## src/hdl/hts_pkg.sv

```systemverilog
// ----------------------------------------------------------------------------
// hts_pkg
// Shared types, constants and haptic codes of the hold-to-shutdown controller.
// ----------------------------------------------------------------------------
package hts_pkg;

  localparam logic [7:0] LedMax = 8'd255;

  localparam logic [2:0] HAP_NONE   = 3'd0;
  localparam logic [2:0] HAP_STRONG = 3'd1;
  localparam logic [2:0] HAP_MEDIUM = 3'd2;
  localparam logic [2:0] HAP_BUZZ   = 3'd3;
  localparam logic [2:0] HAP_TRIPLE = 3'd4;

  localparam logic [2:0] REG_COMMIT  = 3'd0;
  localparam logic [2:0] REG_WARN    = 3'd1;
  localparam logic [2:0] REG_WARMUP  = 3'd2;
  localparam logic [2:0] REG_FIRE    = 3'd3;
  localparam logic [2:0] REG_CLICK   = 3'd4;
  localparam logic [2:0] REG_RELEASE = 3'd5;
  localparam logic [2:0] REG_UPTIME  = 3'd6;

  localparam int DivSteps = 40;
  localparam logic [5:0] DivLast = 6'(DivSteps - 1);

  typedef enum logic [2:0] {
    ST_IDLE,
    ST_EVAL,
    ST_DIV,
    ST_OUT
  } state_e;

  // controller -> datapath
  typedef struct packed {
    logic load;      // capture the item
    logic eval;      // run the tick logic and update state
    logic div_step;  // one restoring-division step
  } ctrl_t;

  // datapath -> controller
  typedef struct packed {
    logic need_div;
  } stat_t;

  function automatic logic [2:0] hap_rank(input logic [2:0] code);
    unique case (code)
      HAP_BUZZ:   hap_rank = 3'd4;
      HAP_TRIPLE: hap_rank = 3'd3;
      HAP_STRONG: hap_rank = 3'd2;
      HAP_MEDIUM: hap_rank = 3'd1;
      default:    hap_rank = 3'd0;
    endcase
  endfunction

  function automatic logic [2:0] hap_merge(input logic [2:0] cur, input logic [2:0] code);
    hap_merge = (hap_rank(code) > hap_rank(cur)) ? code : cur;
  endfunction

endpackage

```

## src/hdl/hts_ctrl.sv

```systemverilog
// ----------------------------------------------------------------------------
// hts_ctrl
// Sequencer: evaluate a tick, run the ramp divider if needed, deliver result.
// ----------------------------------------------------------------------------
module hts_ctrl (
  input  logic            clk_i,
  input  logic            rst_ni,
  input  logic            in_valid_i,
  output logic            in_stall_o,
  output logic            out_valid_o,
  input  logic            out_stall_i,
  input  hts_pkg::stat_t  stat_i,
  output hts_pkg::ctrl_t  ctrl_o
);

  hts_pkg::state_e state_q, state_d;
  logic [5:0] cnt_q, cnt_d;

  always_ff @(posedge clk_i or negedge rst_ni) begin
    if (!rst_ni) begin
      state_q <= hts_pkg::ST_IDLE;
      cnt_q   <= '0;
    end else begin
      state_q <= state_d;
      cnt_q   <= cnt_d;
    end
  end

  always_comb begin
    state_d     = state_q;
    cnt_d       = cnt_q;
    ctrl_o      = '0;
    in_stall_o  = 1'b1;
    out_valid_o = 1'b0;
    unique case (state_q)
      hts_pkg::ST_IDLE: begin
        in_stall_o = 1'b0;
        if (in_valid_i) begin
          ctrl_o.load = 1'b1;
          state_d = hts_pkg::ST_EVAL;
        end
      end
      hts_pkg::ST_EVAL: begin
        ctrl_o.eval = 1'b1;
        cnt_d = '0;
        state_d = stat_i.need_div ? hts_pkg::ST_DIV : hts_pkg::ST_OUT;
      end
      hts_pkg::ST_DIV: begin
        ctrl_o.div_step = 1'b1;
        cnt_d = cnt_q + 6'd1;
        if (cnt_q == hts_pkg::DivLast) begin
          state_d = hts_pkg::ST_OUT;
        end
      end
      hts_pkg::ST_OUT: begin
        out_valid_o = 1'b1;
        if (!out_stall_i) state_d = hts_pkg::ST_IDLE;
      end
      default: state_d = hts_pkg::ST_IDLE;
    endcase
  end

endmodule

```

## src/hdl/hts_dp.sv

```systemverilog
// ----------------------------------------------------------------------------
// hts_dp
// Press state, uptime cap, haptic merge and a serial ramp divider.
// ----------------------------------------------------------------------------
module hts_dp (
  input  logic            clk_i,
  input  logic            rst_ni,
  input  hts_pkg::ctrl_t  ctrl_i,
  output hts_pkg::stat_t  stat_o,
  input  logic            cfg_we_i,
  input  logic [2:0]      cfg_idx_i,
  input  logic [31:0]     cfg_data_i,
  input  logic [31:0]     time_ms_i,
  input  logic            button_pressed_i,
  input  logic            recording_busy_i,
  input  logic            battery_test_busy_i,
  input  logic            restart_request_i,
  output logic            led_write_o,
  output logic [7:0]      led_level_o,
  output logic [2:0]      haptic_code_o,
  output logic            ship_request_o,
  output logic            hold_committed_o
);

  logic [15:0] commit_q, warn_q, warmup_q, fire_q, click_q, release_q;
  logic [31:0] uptime_q;

  always_ff @(posedge clk_i or negedge rst_ni) begin
    if (!rst_ni) begin
      commit_q  <= 16'd1000;
      warn_q    <= 16'd2000;
      warmup_q  <= 16'd3700;
      fire_q    <= 16'd4000;
      click_q   <= 16'd500;
      release_q <= 16'd80;
      uptime_q  <= 32'd900000;
    end else if (cfg_we_i) begin
      unique case (cfg_idx_i)
        hts_pkg::REG_COMMIT:  commit_q  <= cfg_data_i[15:0];
        hts_pkg::REG_WARN:    warn_q    <= cfg_data_i[15:0];
        hts_pkg::REG_WARMUP:  warmup_q  <= cfg_data_i[15:0];
        hts_pkg::REG_FIRE:    fire_q    <= cfg_data_i[15:0];
        hts_pkg::REG_CLICK:   click_q   <= cfg_data_i[15:0];
        hts_pkg::REG_RELEASE: release_q <= cfg_data_i[15:0];
        hts_pkg::REG_UPTIME:  uptime_q  <= cfg_data_i;
        default: ;
      endcase
    end
  end

  // captured item
  logic [31:0] now_q;
  logic low_q, busy_q, rreq_q;

  always_ff @(posedge clk_i) begin
    if (ctrl_i.load) begin
      now_q  <= time_ms_i;
      low_q  <= button_pressed_i;
      busy_q <= recording_busy_i | battery_test_busy_i;
      rreq_q <= restart_request_i;
    end
  end

  // press state
  logic holding_q, warn_begun_q, warm_done_q, rel_timing_q;
  logic committed_q, ship_latched_q, restart_q;
  logic [31:0] press_q, click_t_q, rel_start_q, deadline_q;
  logic holding_d, warn_begun_d, warm_done_d, rel_timing_d;
  logic committed_d, ship_latched_d, restart_d;
  logic [31:0] press_d, click_t_d, rel_start_d, deadline_d;

  // tick results
  logic       lw_d, lw_q;
  logic [7:0] lvl_d, lvl_q;
  logic       ramp_d, ramp_q;   // level comes from the divider
  logic [2:0] hap_d, hap_q;
  logic       ship_d, ship_q;
  logic [31:0] held_d;

  always_comb begin
    logic [31:0] held;
    logic        fire_now;
    holding_d      = holding_q;
    warn_begun_d   = warn_begun_q;
    warm_done_d    = warm_done_q;
    rel_timing_d   = rel_timing_q;
    committed_d    = committed_q;
    ship_latched_d = ship_latched_q;
    restart_d      = restart_q | rreq_q;
    press_d        = press_q;
    click_t_d      = click_t_q;
    rel_start_d    = rel_start_q;
    deadline_d     = deadline_q;
    lw_d   = 1'b0;
    lvl_d  = '0;
    ramp_d = 1'b0;
    hap_d  = hts_pkg::HAP_NONE;
    ship_d = 1'b0;
    held   = '0;
    fire_now = 1'b0;

    if (busy_q) deadline_d = now_q + uptime_q;
    if (!busy_q && now_q >= deadline_q) begin
      lw_d = 1'b1;
      lvl_d = hts_pkg::LedMax;
      fire_now = 1'b1;
      committed_d = 1'b0;
      deadline_d = now_q + uptime_q;
    end
    // fire from the cap is applied right here
    if (fire_now) begin
      hap_d = hts_pkg::hap_merge(hap_d, hts_pkg::HAP_BUZZ);
      if (!ship_latched_d) begin
        ship_latched_d = 1'b1;
        ship_d = 1'b1;
        lw_d = 1'b1;
        lvl_d = hts_pkg::LedMax;
      end
    end
    fire_now = 1'b0;

    if (restart_d && holding_q && low_q) begin
      press_d = now_q;
      click_t_d = '0;
      warn_begun_d = 1'b0;
      restart_d = 1'b0;
    end else if (restart_d && !low_q) begin
      restart_d = 1'b0;
    end

    if (low_q && !holding_q) begin
      holding_d = 1'b1;
      press_d = now_q;
      click_t_d = '0;
      warn_begun_d = 1'b0;
      warm_done_d = 1'b0;
      rel_timing_d = 1'b0;
      lw_d = 1'b1;
      lvl_d = '0;
      ramp_d = 1'b0;
    end else if (!low_q && holding_q) begin
      if (!rel_timing_q) begin
        rel_timing_d = 1'b1;
        rel_start_d = now_q;
      end
      held = now_q - press_d;
      if ((now_q - rel_start_d) < {16'd0, release_q}) begin
        lw_d = 1'b1;
        ramp_d = 1'b1;
        if (held >= {16'd0, fire_q}) begin
          fire_now = 1'b1;
          committed_d = 1'b0;
          holding_d = 1'b0;
          warn_begun_d = 1'b0;
          rel_timing_d = 1'b0;
        end
      end else begin
        holding_d = 1'b0;
        rel_timing_d = 1'b0;
        committed_d = 1'b0;
        if (held >= {16'd0, fire_q}) begin
          fire_now = 1'b1;
          warn_begun_d = 1'b0;
          warm_done_d = 1'b0;
        end else if (held >= {16'd0, warn_q}) begin
          hap_d = hts_pkg::hap_merge(hap_d, hts_pkg::HAP_MEDIUM);
          warn_begun_d = 1'b0;
          warm_done_d = 1'b0;
        end
      end
    end else if (low_q && holding_q) begin
      rel_timing_d = 1'b0;
      held = now_q - press_d;
      if (!committed_d && held >= {16'd0, commit_q}) committed_d = 1'b1;
      if (committed_d) begin
        lw_d = 1'b1;
        ramp_d = 1'b1;
      end
      if (held >= {16'd0, warn_q} && held < {16'd0, warmup_q}) begin
        if (!warn_begun_d) begin
          warn_begun_d = 1'b1;
          hap_d = hts_pkg::hap_merge(hap_d, hts_pkg::HAP_STRONG);
          click_t_d = now_q;
        end else if ((now_q - click_t_d) >= {16'd0, click_q}) begin
          click_t_d = now_q;
          hap_d = hts_pkg::hap_merge(hap_d, hts_pkg::HAP_STRONG);
        end
      end
      if (held >= {16'd0, warmup_q} && held < {16'd0, fire_q} && !warm_done_d) begin
        warm_done_d = 1'b1;
        hap_d = hts_pkg::hap_merge(hap_d, hts_pkg::HAP_TRIPLE);
      end
      if (held >= {16'd0, fire_q}) begin
        fire_now = 1'b1;
        committed_d = 1'b0;
        holding_d = 1'b0;
        warn_begun_d = 1'b0;
        warm_done_d = 1'b0;
      end
    end

    if (fire_now) begin
      hap_d = hts_pkg::hap_merge(hap_d, hts_pkg::HAP_BUZZ);
      if (!ship_latched_d) begin
        ship_latched_d = 1'b1;
        ship_d = 1'b1;
        lw_d = 1'b1;
        lvl_d = hts_pkg::LedMax;
        ramp_d = 1'b0;
      end
    end
    // a ramp over a zero divisor reads as full scale
    if (ramp_d && fire_q == 16'd0) begin
      lvl_d = hts_pkg::LedMax;
      ramp_d = 1'b0;
    end
    held_d = held;
  end

  always_ff @(posedge clk_i or negedge rst_ni) begin
    if (!rst_ni) begin
      holding_q      <= 1'b0;
      warn_begun_q   <= 1'b0;
      warm_done_q    <= 1'b0;
      rel_timing_q   <= 1'b0;
      committed_q    <= 1'b0;
      ship_latched_q <= 1'b0;
      restart_q      <= 1'b0;
      press_q        <= '0;
      click_t_q      <= '0;
      rel_start_q    <= '0;
      deadline_q     <= 32'd900000;
    end else if (ctrl_i.eval) begin
      holding_q      <= holding_d;
      warn_begun_q   <= warn_begun_d;
      warm_done_q    <= warm_done_d;
      rel_timing_q   <= rel_timing_d;
      committed_q    <= committed_d;
      ship_latched_q <= ship_latched_d;
      restart_q      <= restart_d;
      press_q        <= press_d;
      click_t_q      <= click_t_d;
      rel_start_q    <= rel_start_d;
      deadline_q     <= deadline_d;
    end
  end

  always_ff @(posedge clk_i) begin
    if (ctrl_i.eval) begin
      lw_q   <= lw_d;
      lvl_q  <= lvl_d;
      ramp_q <= ramp_d;
      hap_q  <= hap_d;
      ship_q <= ship_d;
    end
  end

  assign stat_o.need_div = ramp_d;

  // restoring divider: (held * 255) / fire_ms, 40-bit dividend, one bit a step
  logic [39:0] quo_q;
  logic [16:0] rem_q;
  logic [16:0] rem_sh;

  assign rem_sh = {rem_q[15:0], quo_q[39]};

  always_ff @(posedge clk_i) begin
    if (ctrl_i.eval) begin
      quo_q <= {held_d, 8'd0} - {8'd0, held_d};
      rem_q <= '0;
    end else if (ctrl_i.div_step) begin
      if (rem_sh >= {1'b0, fire_q}) begin
        rem_q <= rem_sh - {1'b0, fire_q};
        quo_q <= {quo_q[38:0], 1'b1};
      end else begin
        rem_q <= rem_sh;
        quo_q <= {quo_q[38:0], 1'b0};
      end
    end
  end

  logic [7:0] ramp_lvl;
  assign ramp_lvl = (quo_q > {32'd0, hts_pkg::LedMax}) ? hts_pkg::LedMax : quo_q[7:0];

  always_comb begin
    led_write_o      = lw_q;
    led_level_o      = !lw_q ? 8'd0 : (ramp_q ? ramp_lvl : lvl_q);
    haptic_code_o    = hap_q;
    ship_request_o   = ship_q;
    hold_committed_o = committed_q;
  end

endmodule

```

## src/hdl/hold_to_shutdown_controller.sv

```systemverilog
// ----------------------------------------------------------------------------
// hold_to_shutdown_controller
// Long-press power button controller with LED ramp, haptics and ship request.
// ----------------------------------------------------------------------------
// Sequence: capture, evaluate, then the 40-step ramp divider when an LED ramp
// is needed, then output; the output state holds while out_stall_i is high.
// A new item is accepted only after the previous result has been delivered.
// Reset: asynchronous active low; sequencer, configuration and press-state registers take defaults.
module hold_to_shutdown_controller (
  input  logic        clk_i,
  input  logic        rst_ni,
  input  logic        cfg_we_i,
  input  logic [2:0]  cfg_idx_i,
  input  logic [31:0] cfg_data_i,
  input  logic        in_valid_i,
  output logic        in_stall_o,
  input  logic [31:0] time_ms_i,
  input  logic        button_pressed_i,
  input  logic        recording_busy_i,
  input  logic        battery_test_busy_i,
  input  logic        restart_request_i,
  output logic        out_valid_o,
  input  logic        out_stall_i,
  output logic        led_write_o,
  output logic [7:0]  led_level_o,
  output logic [2:0]  haptic_code_o,
  output logic        ship_request_o,
  output logic        hold_committed_o
);

  hts_pkg::ctrl_t ctrl;
  hts_pkg::stat_t stat;

  hts_ctrl u_ctrl (
    .clk_i, .rst_ni, .in_valid_i, .in_stall_o, .out_valid_o, .out_stall_i,
    .stat_i(stat), .ctrl_o(ctrl)
  );

  hts_dp u_dp (
    .clk_i, .rst_ni, .ctrl_i(ctrl), .stat_o(stat),
    .cfg_we_i, .cfg_idx_i, .cfg_data_i,
    .time_ms_i, .button_pressed_i, .recording_busy_i, .battery_test_busy_i,
    .restart_request_i,
    .led_write_o, .led_level_o, .haptic_code_o, .ship_request_o, .hold_committed_o
  );

  a_lvl_zero: assert property (@(posedge clk_i) disable iff (!rst_ni)
    out_valid_o && !led_write_o |-> led_level_o == 8'd0) else $error("level without write");
  a_ship_buzz: assert property (@(posedge clk_i) disable iff (!rst_ni)
    out_valid_o && ship_request_o |-> haptic_code_o == hts_pkg::HAP_BUZZ)
    else $error("ship without buzz");
  a_no_overlap: assert property (@(posedge clk_i) disable iff (!rst_ni)
    out_valid_o |-> in_stall_o) else $error("accept while result pending");

endmodule
```

## config.mk

```make
export PLATFORM = sky130hd
export DESIGN_NAME = hold_to_shutdown_controller
export DESIGN_NICKNAME = d
export VERILOG_FILES = /design/src/hdl/hts_pkg.sv /design/src/hdl/hts_ctrl.sv /design/src/hdl/hts_dp.sv /design/src/hdl/hold_to_shutdown_controller.sv
export SDC_FILE = /design/constraint.sdc
export NUM_CORES = 1
export LEC_CHECK = 0
export ABC_CLOCK_PERIOD_IN_PS = 5800
export BUFFER_PORTS_ARGS = -buffer_cell sky130_fd_sc_hd__clkbuf_2
export CAP_MARGIN = 15
export CELL_PAD_IN_SITES_DETAIL_PLACEMENT = 0
export CELL_PAD_IN_SITES_GLOBAL_PLACEMENT = 1
export CORE_ASPECT_RATIO = 1.25
export CORE_MARGIN = 2
export CORE_UTILIZATION = 45
export DETAILED_ROUTE_END_ITERATION = 16
export HOLD_SLACK_MARGIN = 0.02
export PLACE_DENSITY = 0.85
export SYNTH_ARGS = -nofsm -noshare
export SYNTH_HDL_FRONTEND = slang
export SYNTH_HIERARCHICAL = 1
export SYNTH_SLANG_ARGS = --single-unit
```

## constraint.sdc

```tcl
create_clock -name clk_i -period 5.8 [get_ports clk_i]
set_clock_uncertainty 0.1 [all_clocks]
set_input_delay 0.29 -clock clk_i [delete_from_list [all_inputs] [get_ports clk_i]]
set_output_delay 0.29 -clock clk_i [all_outputs]
set_load 0.005 [all_outputs]
```

==> results <==
- Summing the sequential cell areas from Yosys gives a little over a third of the chip area.
- Registers take 9630 sq um.
- The number of antenna diodes in the final layout is 0.
- The largest individual stage delay along the critical path comes from the cell sky130_fd_sc_hd__edfxtp_1.
- The final number of hold-violating endpoints is 0.
- The die covers 62700 sq um.
- The synthesis warning total is 6.
- Counting distinct cell types in the post-synthesis netlist gives 96.
- The detailed-routing iteration count for the pre-antenna-repair pass is 8.
- Summed over all nets, wire length on met3 after detailed routing comes to about 2900 um.
- In the final routing, the length of wire on met1 measures 32200 um.
- At the worst endpoint, the required time is 6.18 ns.
- For this run the aggregate overflow at the end of global routing stands at 0.
- The share of synthesized flip-flops with an asynchronous set or reset is 73.4%.
- The hold path startpoint is in_valid_i.
- The achievable clock frequency is 0.174 GHz.
- The number of DRC markers in iteration 0 is 1383.
- The initialized floorplan defines 101 standard-cell rows.
- The weighted congestion at the end of routability-driven global placement is 0.924.
- Across the run, the number of max-cap violations was 0.
- Along the worst path, the maximum fanout reaches 8.
- The path depth of the worst reg2reg path is 26.
- The height of the die is 279 um.
- Measured along the x axis, the die boundary spans 224 um.
- In this run the tool buffered the top-level ports with 91 buffer cells.
- The number of top-level pins is 92.
- The routed layout has 23.4k vias.
- The number of max-slew violations in the final report came to 0.
- TritonCTS built the clock tree.
- The net count after synthesis is roughly 3.3k.
- The run finished with clean final reports.
- The routed length per instance is 19.8 um.
- The type of the worst setup path is reg -> reg.
- The deepest clock path buffer count is 3.
- In this run the register-to-register setup slack is 0.05 ns.
- The number of buffers created by CTS is 44.
- The arrival time at the worst endpoint is 6.13 ns.
- The number of cells produced by synthesis is between 2k and 3k.
- The core box area is between 60000 and 70000 sq um.
- The growth of design area from synthesis to finish is 20.0%.
- The startpoint identified for the worst register-to-register timing path is u_dp/rreq_q.
- The reported leakage power is approximately 15 nW.
- Counting instances, the worst hold path has a depth of 4.
- The clock root buffer master is sky130_fd_sc_hd__clkbuf_16.
- The number of fillers in the final layout is 5369.
- In the post-synthesis netlist, the biggest area contributors are sky130_fd_sc_hd__dfrtp_1 (20%), sky130_fd_sc_hd__ha_1 (14%), sky130_fd_sc_hd__edfxtp_1 (9.0%).
- The proportion of layout cells with a drive suffix above 1 is 20.0%.
- The setup violation total in the final timing report is 0.
- After layout, the worst path uses 99.2% of the clock period.
- The initial antenna violation count was 0.
- The power density normalized to cell area is 604 nW/um^2.
- The post-route cell area is between 30000 and 40000 sq um.
- The total wire length is 79900 um.
- The wire length on met2 is 41400 um.
- After clock tree synthesis, the clock-pin slew on the worst setup and hold paths is 0.07 ns.
- The multi-input combinational cell area is 17200 sq um.
- The placed instance area is 29500 sq um.
- The post-detailed-route via-to-cell ratio is ~5.8.
- The most frequent cell on the critical path is sky130_fd_sc_hd__a21oi_1.
- Summing every instance area after synthesis gives approximately 27000 sq um.
- The endpoint identified for the worst register-to-register timing path is u_ctrl/state_q[0].
- Headroom to the max-slew limit came out at between 20% and 30%.
- The clock latency reported for the late side of the worst-skew pair is 0.61 ns.
- The clock sink count is 369.
- In this run the worst setup path begins at u_dp/rreq_q.
- The cell type with the highest aggregate area in the netlist is sky130_fd_sc_hd__dfrtp_1.
- Counting flops and latches in the post-synthesis netlist gives 369.
- Across the VDD grid, the largest voltage drop is 292 uV.
- In the synthesized netlist the dominant register cell turns out to be sky130_fd_sc_hd__dfrtp_1.
- Global routing used 24.9% of the available tracks across all layers.
- The count of nets left with antenna violations once routing finished came out at 0.
- The fraction of post-synthesis cell area in the top cell type by area is 19.8%.
- The initial core utilization is a little under half.
- The number of flops mapped to enable cells by yosys is 82.
- At the pin with the least slew margin, the transition time is 1.08 ns.
- For this run, design rule violations remaining after detail routing come to 0.
- The maximum number of pins on one net before global-route repair is 126.
- The number of H-tree levels is 2.
- The minimum clock period after layout is 5.75 ns.
- The endpoint class of the critical path is a register.
- The net total in the final layout is 3611.
- The final HPWL from detailed placement is 59900 um.
- Setup repair after global routing could not meet its margin everywhere.
- In this run the mean area of a mapped cell was 9.26 sq um.
- The capture endpoint of the worst hold path is u_ctrl/state_q[1].
- The path type of the worst min-delay path is in -> reg.
- After layout, the design draws a total of 19.8 mW.
- The delay of the slowest critical-path stage is 0.40 ns.
- The global-route wire length before repair is 124000 um.
- The number of global-route vias before repair is 23.4k.
- The top routing layer in use is met4.
- The worst setup path is launched from a register.
-- stage by stage --
step	setup TNS [ns]	util [%]	std cells	hold WS, ns	worst slack (ns)
after floorplan	0	-	2949	-0.106	0.00427
after global placement	-0.181	48.8	3850	0.240	-0.181
after detailed placement	-0.658	48.8	3850	0.251	-0.299
after CTS	0	52.8	4004	0.0394	0.0157
after global routing	-3.62	54.3	4035	0.0738	-0.164
final	0	54.3	4035	0.0586	0.0462
-- Yosys cell counts (all sizes together) (40+ instances only) --
cell,n
xnor2,82
mux2i,81
mux2,129
a211oi,40
nand3,54
nand2b,41
a21oi,203
nor2,164
edfxtp,82
dfrtp,216
a21o,83
xor2,55
ha,303
clkbuf,85
nand2,294
inv,212
dfstp,55
o21ai,228
-- registers in the layout, indices dropped and copies added (netlist names), 2 cells and up --
name and flops:
u_ctrl/cnt_q 6, u_ctrl/state_q 2, u_dp/click_q 16, u_dp/click_t_q 32
u_dp/commit_q 16, u_dp/deadline_q 32, u_dp/fire_q 16, u_dp/haptic_code_o 3
u_dp/now_q 32, u_dp/press_q 32, u_dp/quo_q 40, u_dp/rel_start_q 32
u_dp/release_q 16, u_dp/rem_q 16, u_dp/uptime_q 32, u_dp/warmup_q 16
u_dp/warn_q 16
-- critical path, delay by kind of cell (launching register included) --
| kind | cells | cell delay [ns] |
|---|---|---|
| muxes | 2 | 0.48 |
| xor gates and xnor gates | 1 | 0.14 |
| and+or+nand+nor | 9 | 1.45 |
| adders and majority gates | 2 | 0.55 |
| DFF | 1 | 0.40 |
| AOI/OAI and AO/OA | 8 | 1.78 |
| buffers and inverters | 4 | 0.69 |
-- worst max-delay path by stage --
stage | endpoint | slack [ns] | depth (start not counted)
finish | u_ctrl/state_q[0] | 0.05 | 26
global route | u_dp/quo_q[38] | -0.16 | 25
CTS | u_ctrl/state_q[0] | 0.02 | 27
detailed placement | u_ctrl/state_q[0] | -0.30 | 28
global placement | u_ctrl/state_q[0] | -0.18 | 28
floorplan | u_dp/quo_q[38] | 0.004 | 27
-- area by class of cell --
| type | count | share of cell area [%] |
|---|---|---|
| Sequential cell | 369 | 29.4 |
| Tap cell | 772 | 2.95 |
| Inverter | 213 | 2.44 |
| Timing Repair Buffer | 330 | 7.79 |
| Multi-Input combinational cell | 2269 | 52.4 |
| Clock buffer | 53 | 3.74 |
| Clock inverter | 29 | 1.29 |
-- power breakdown --
group	internal, mW	switching, mW
registers	3.66	0.493
logic	5.49	7.01
clock network	1.93	1.21
-- cells in the final DEF (no fill, tap or decap), types with 50 or more instances in the layout --
cell                            netlist  layout
sky130_fd_sc_hd__dlygate4sd3_1        0      70
sky130_fd_sc_hd__a21o_1              83      82
sky130_fd_sc_hd__edfxtp_1            82      82
sky130_fd_sc_hd__o21ai_0            207     192
sky130_fd_sc_hd__mux2i_1             81      78
sky130_fd_sc_hd__nand3_1             54      50
sky130_fd_sc_hd__mux2_2             128     128
sky130_fd_sc_hd__a21oi_1            203     192
sky130_fd_sc_hd__dfrtp_1            216     215
sky130_fd_sc_hd__xnor2_1             82      78
sky130_fd_sc_hd__nor2_1             164     158
sky130_fd_sc_hd__ha_1               303     284
sky130_fd_sc_hd__buf_4                0     157
sky130_fd_sc_hd__clkbuf_2             0      90
sky130_fd_sc_hd__dfstp_2             55      55
sky130_fd_sc_hd__xor2_1              55      52
sky130_fd_sc_hd__nand2_1            294     290
sky130_fd_sc_hd__inv_1              212     212
-- timing repair --
item / 4_1_cts / 5_1_grt
gates resized for setup: 22 / 117
endpoints found under the hold margin: 199 / 0
pin swaps: 5 / 44
gates cloned: 1 / 5
setup endpoints to repair: 9 / 61
hold buffers: 70 / 0
setup buffers: 1 / 28
-- kinds of logic after synthesis --
family | synth area share (%)
xor+xnor | 4.39
mux | 8.29
simple gates | 13.6
flops | 35.3
compound gates | 19.7
fa+ha+maj | 14.2
buf+inv | 4.44
-- per-layer routing --
metal  up-vias  global-route usage [%]
li1      11300                       -
met5         -                       0
met3       166                    2.91
met2       512                    46.4
met1     11400                    29.0
met4         0                    9.37
Note: power is estimated with default switching activity, not from simulation.
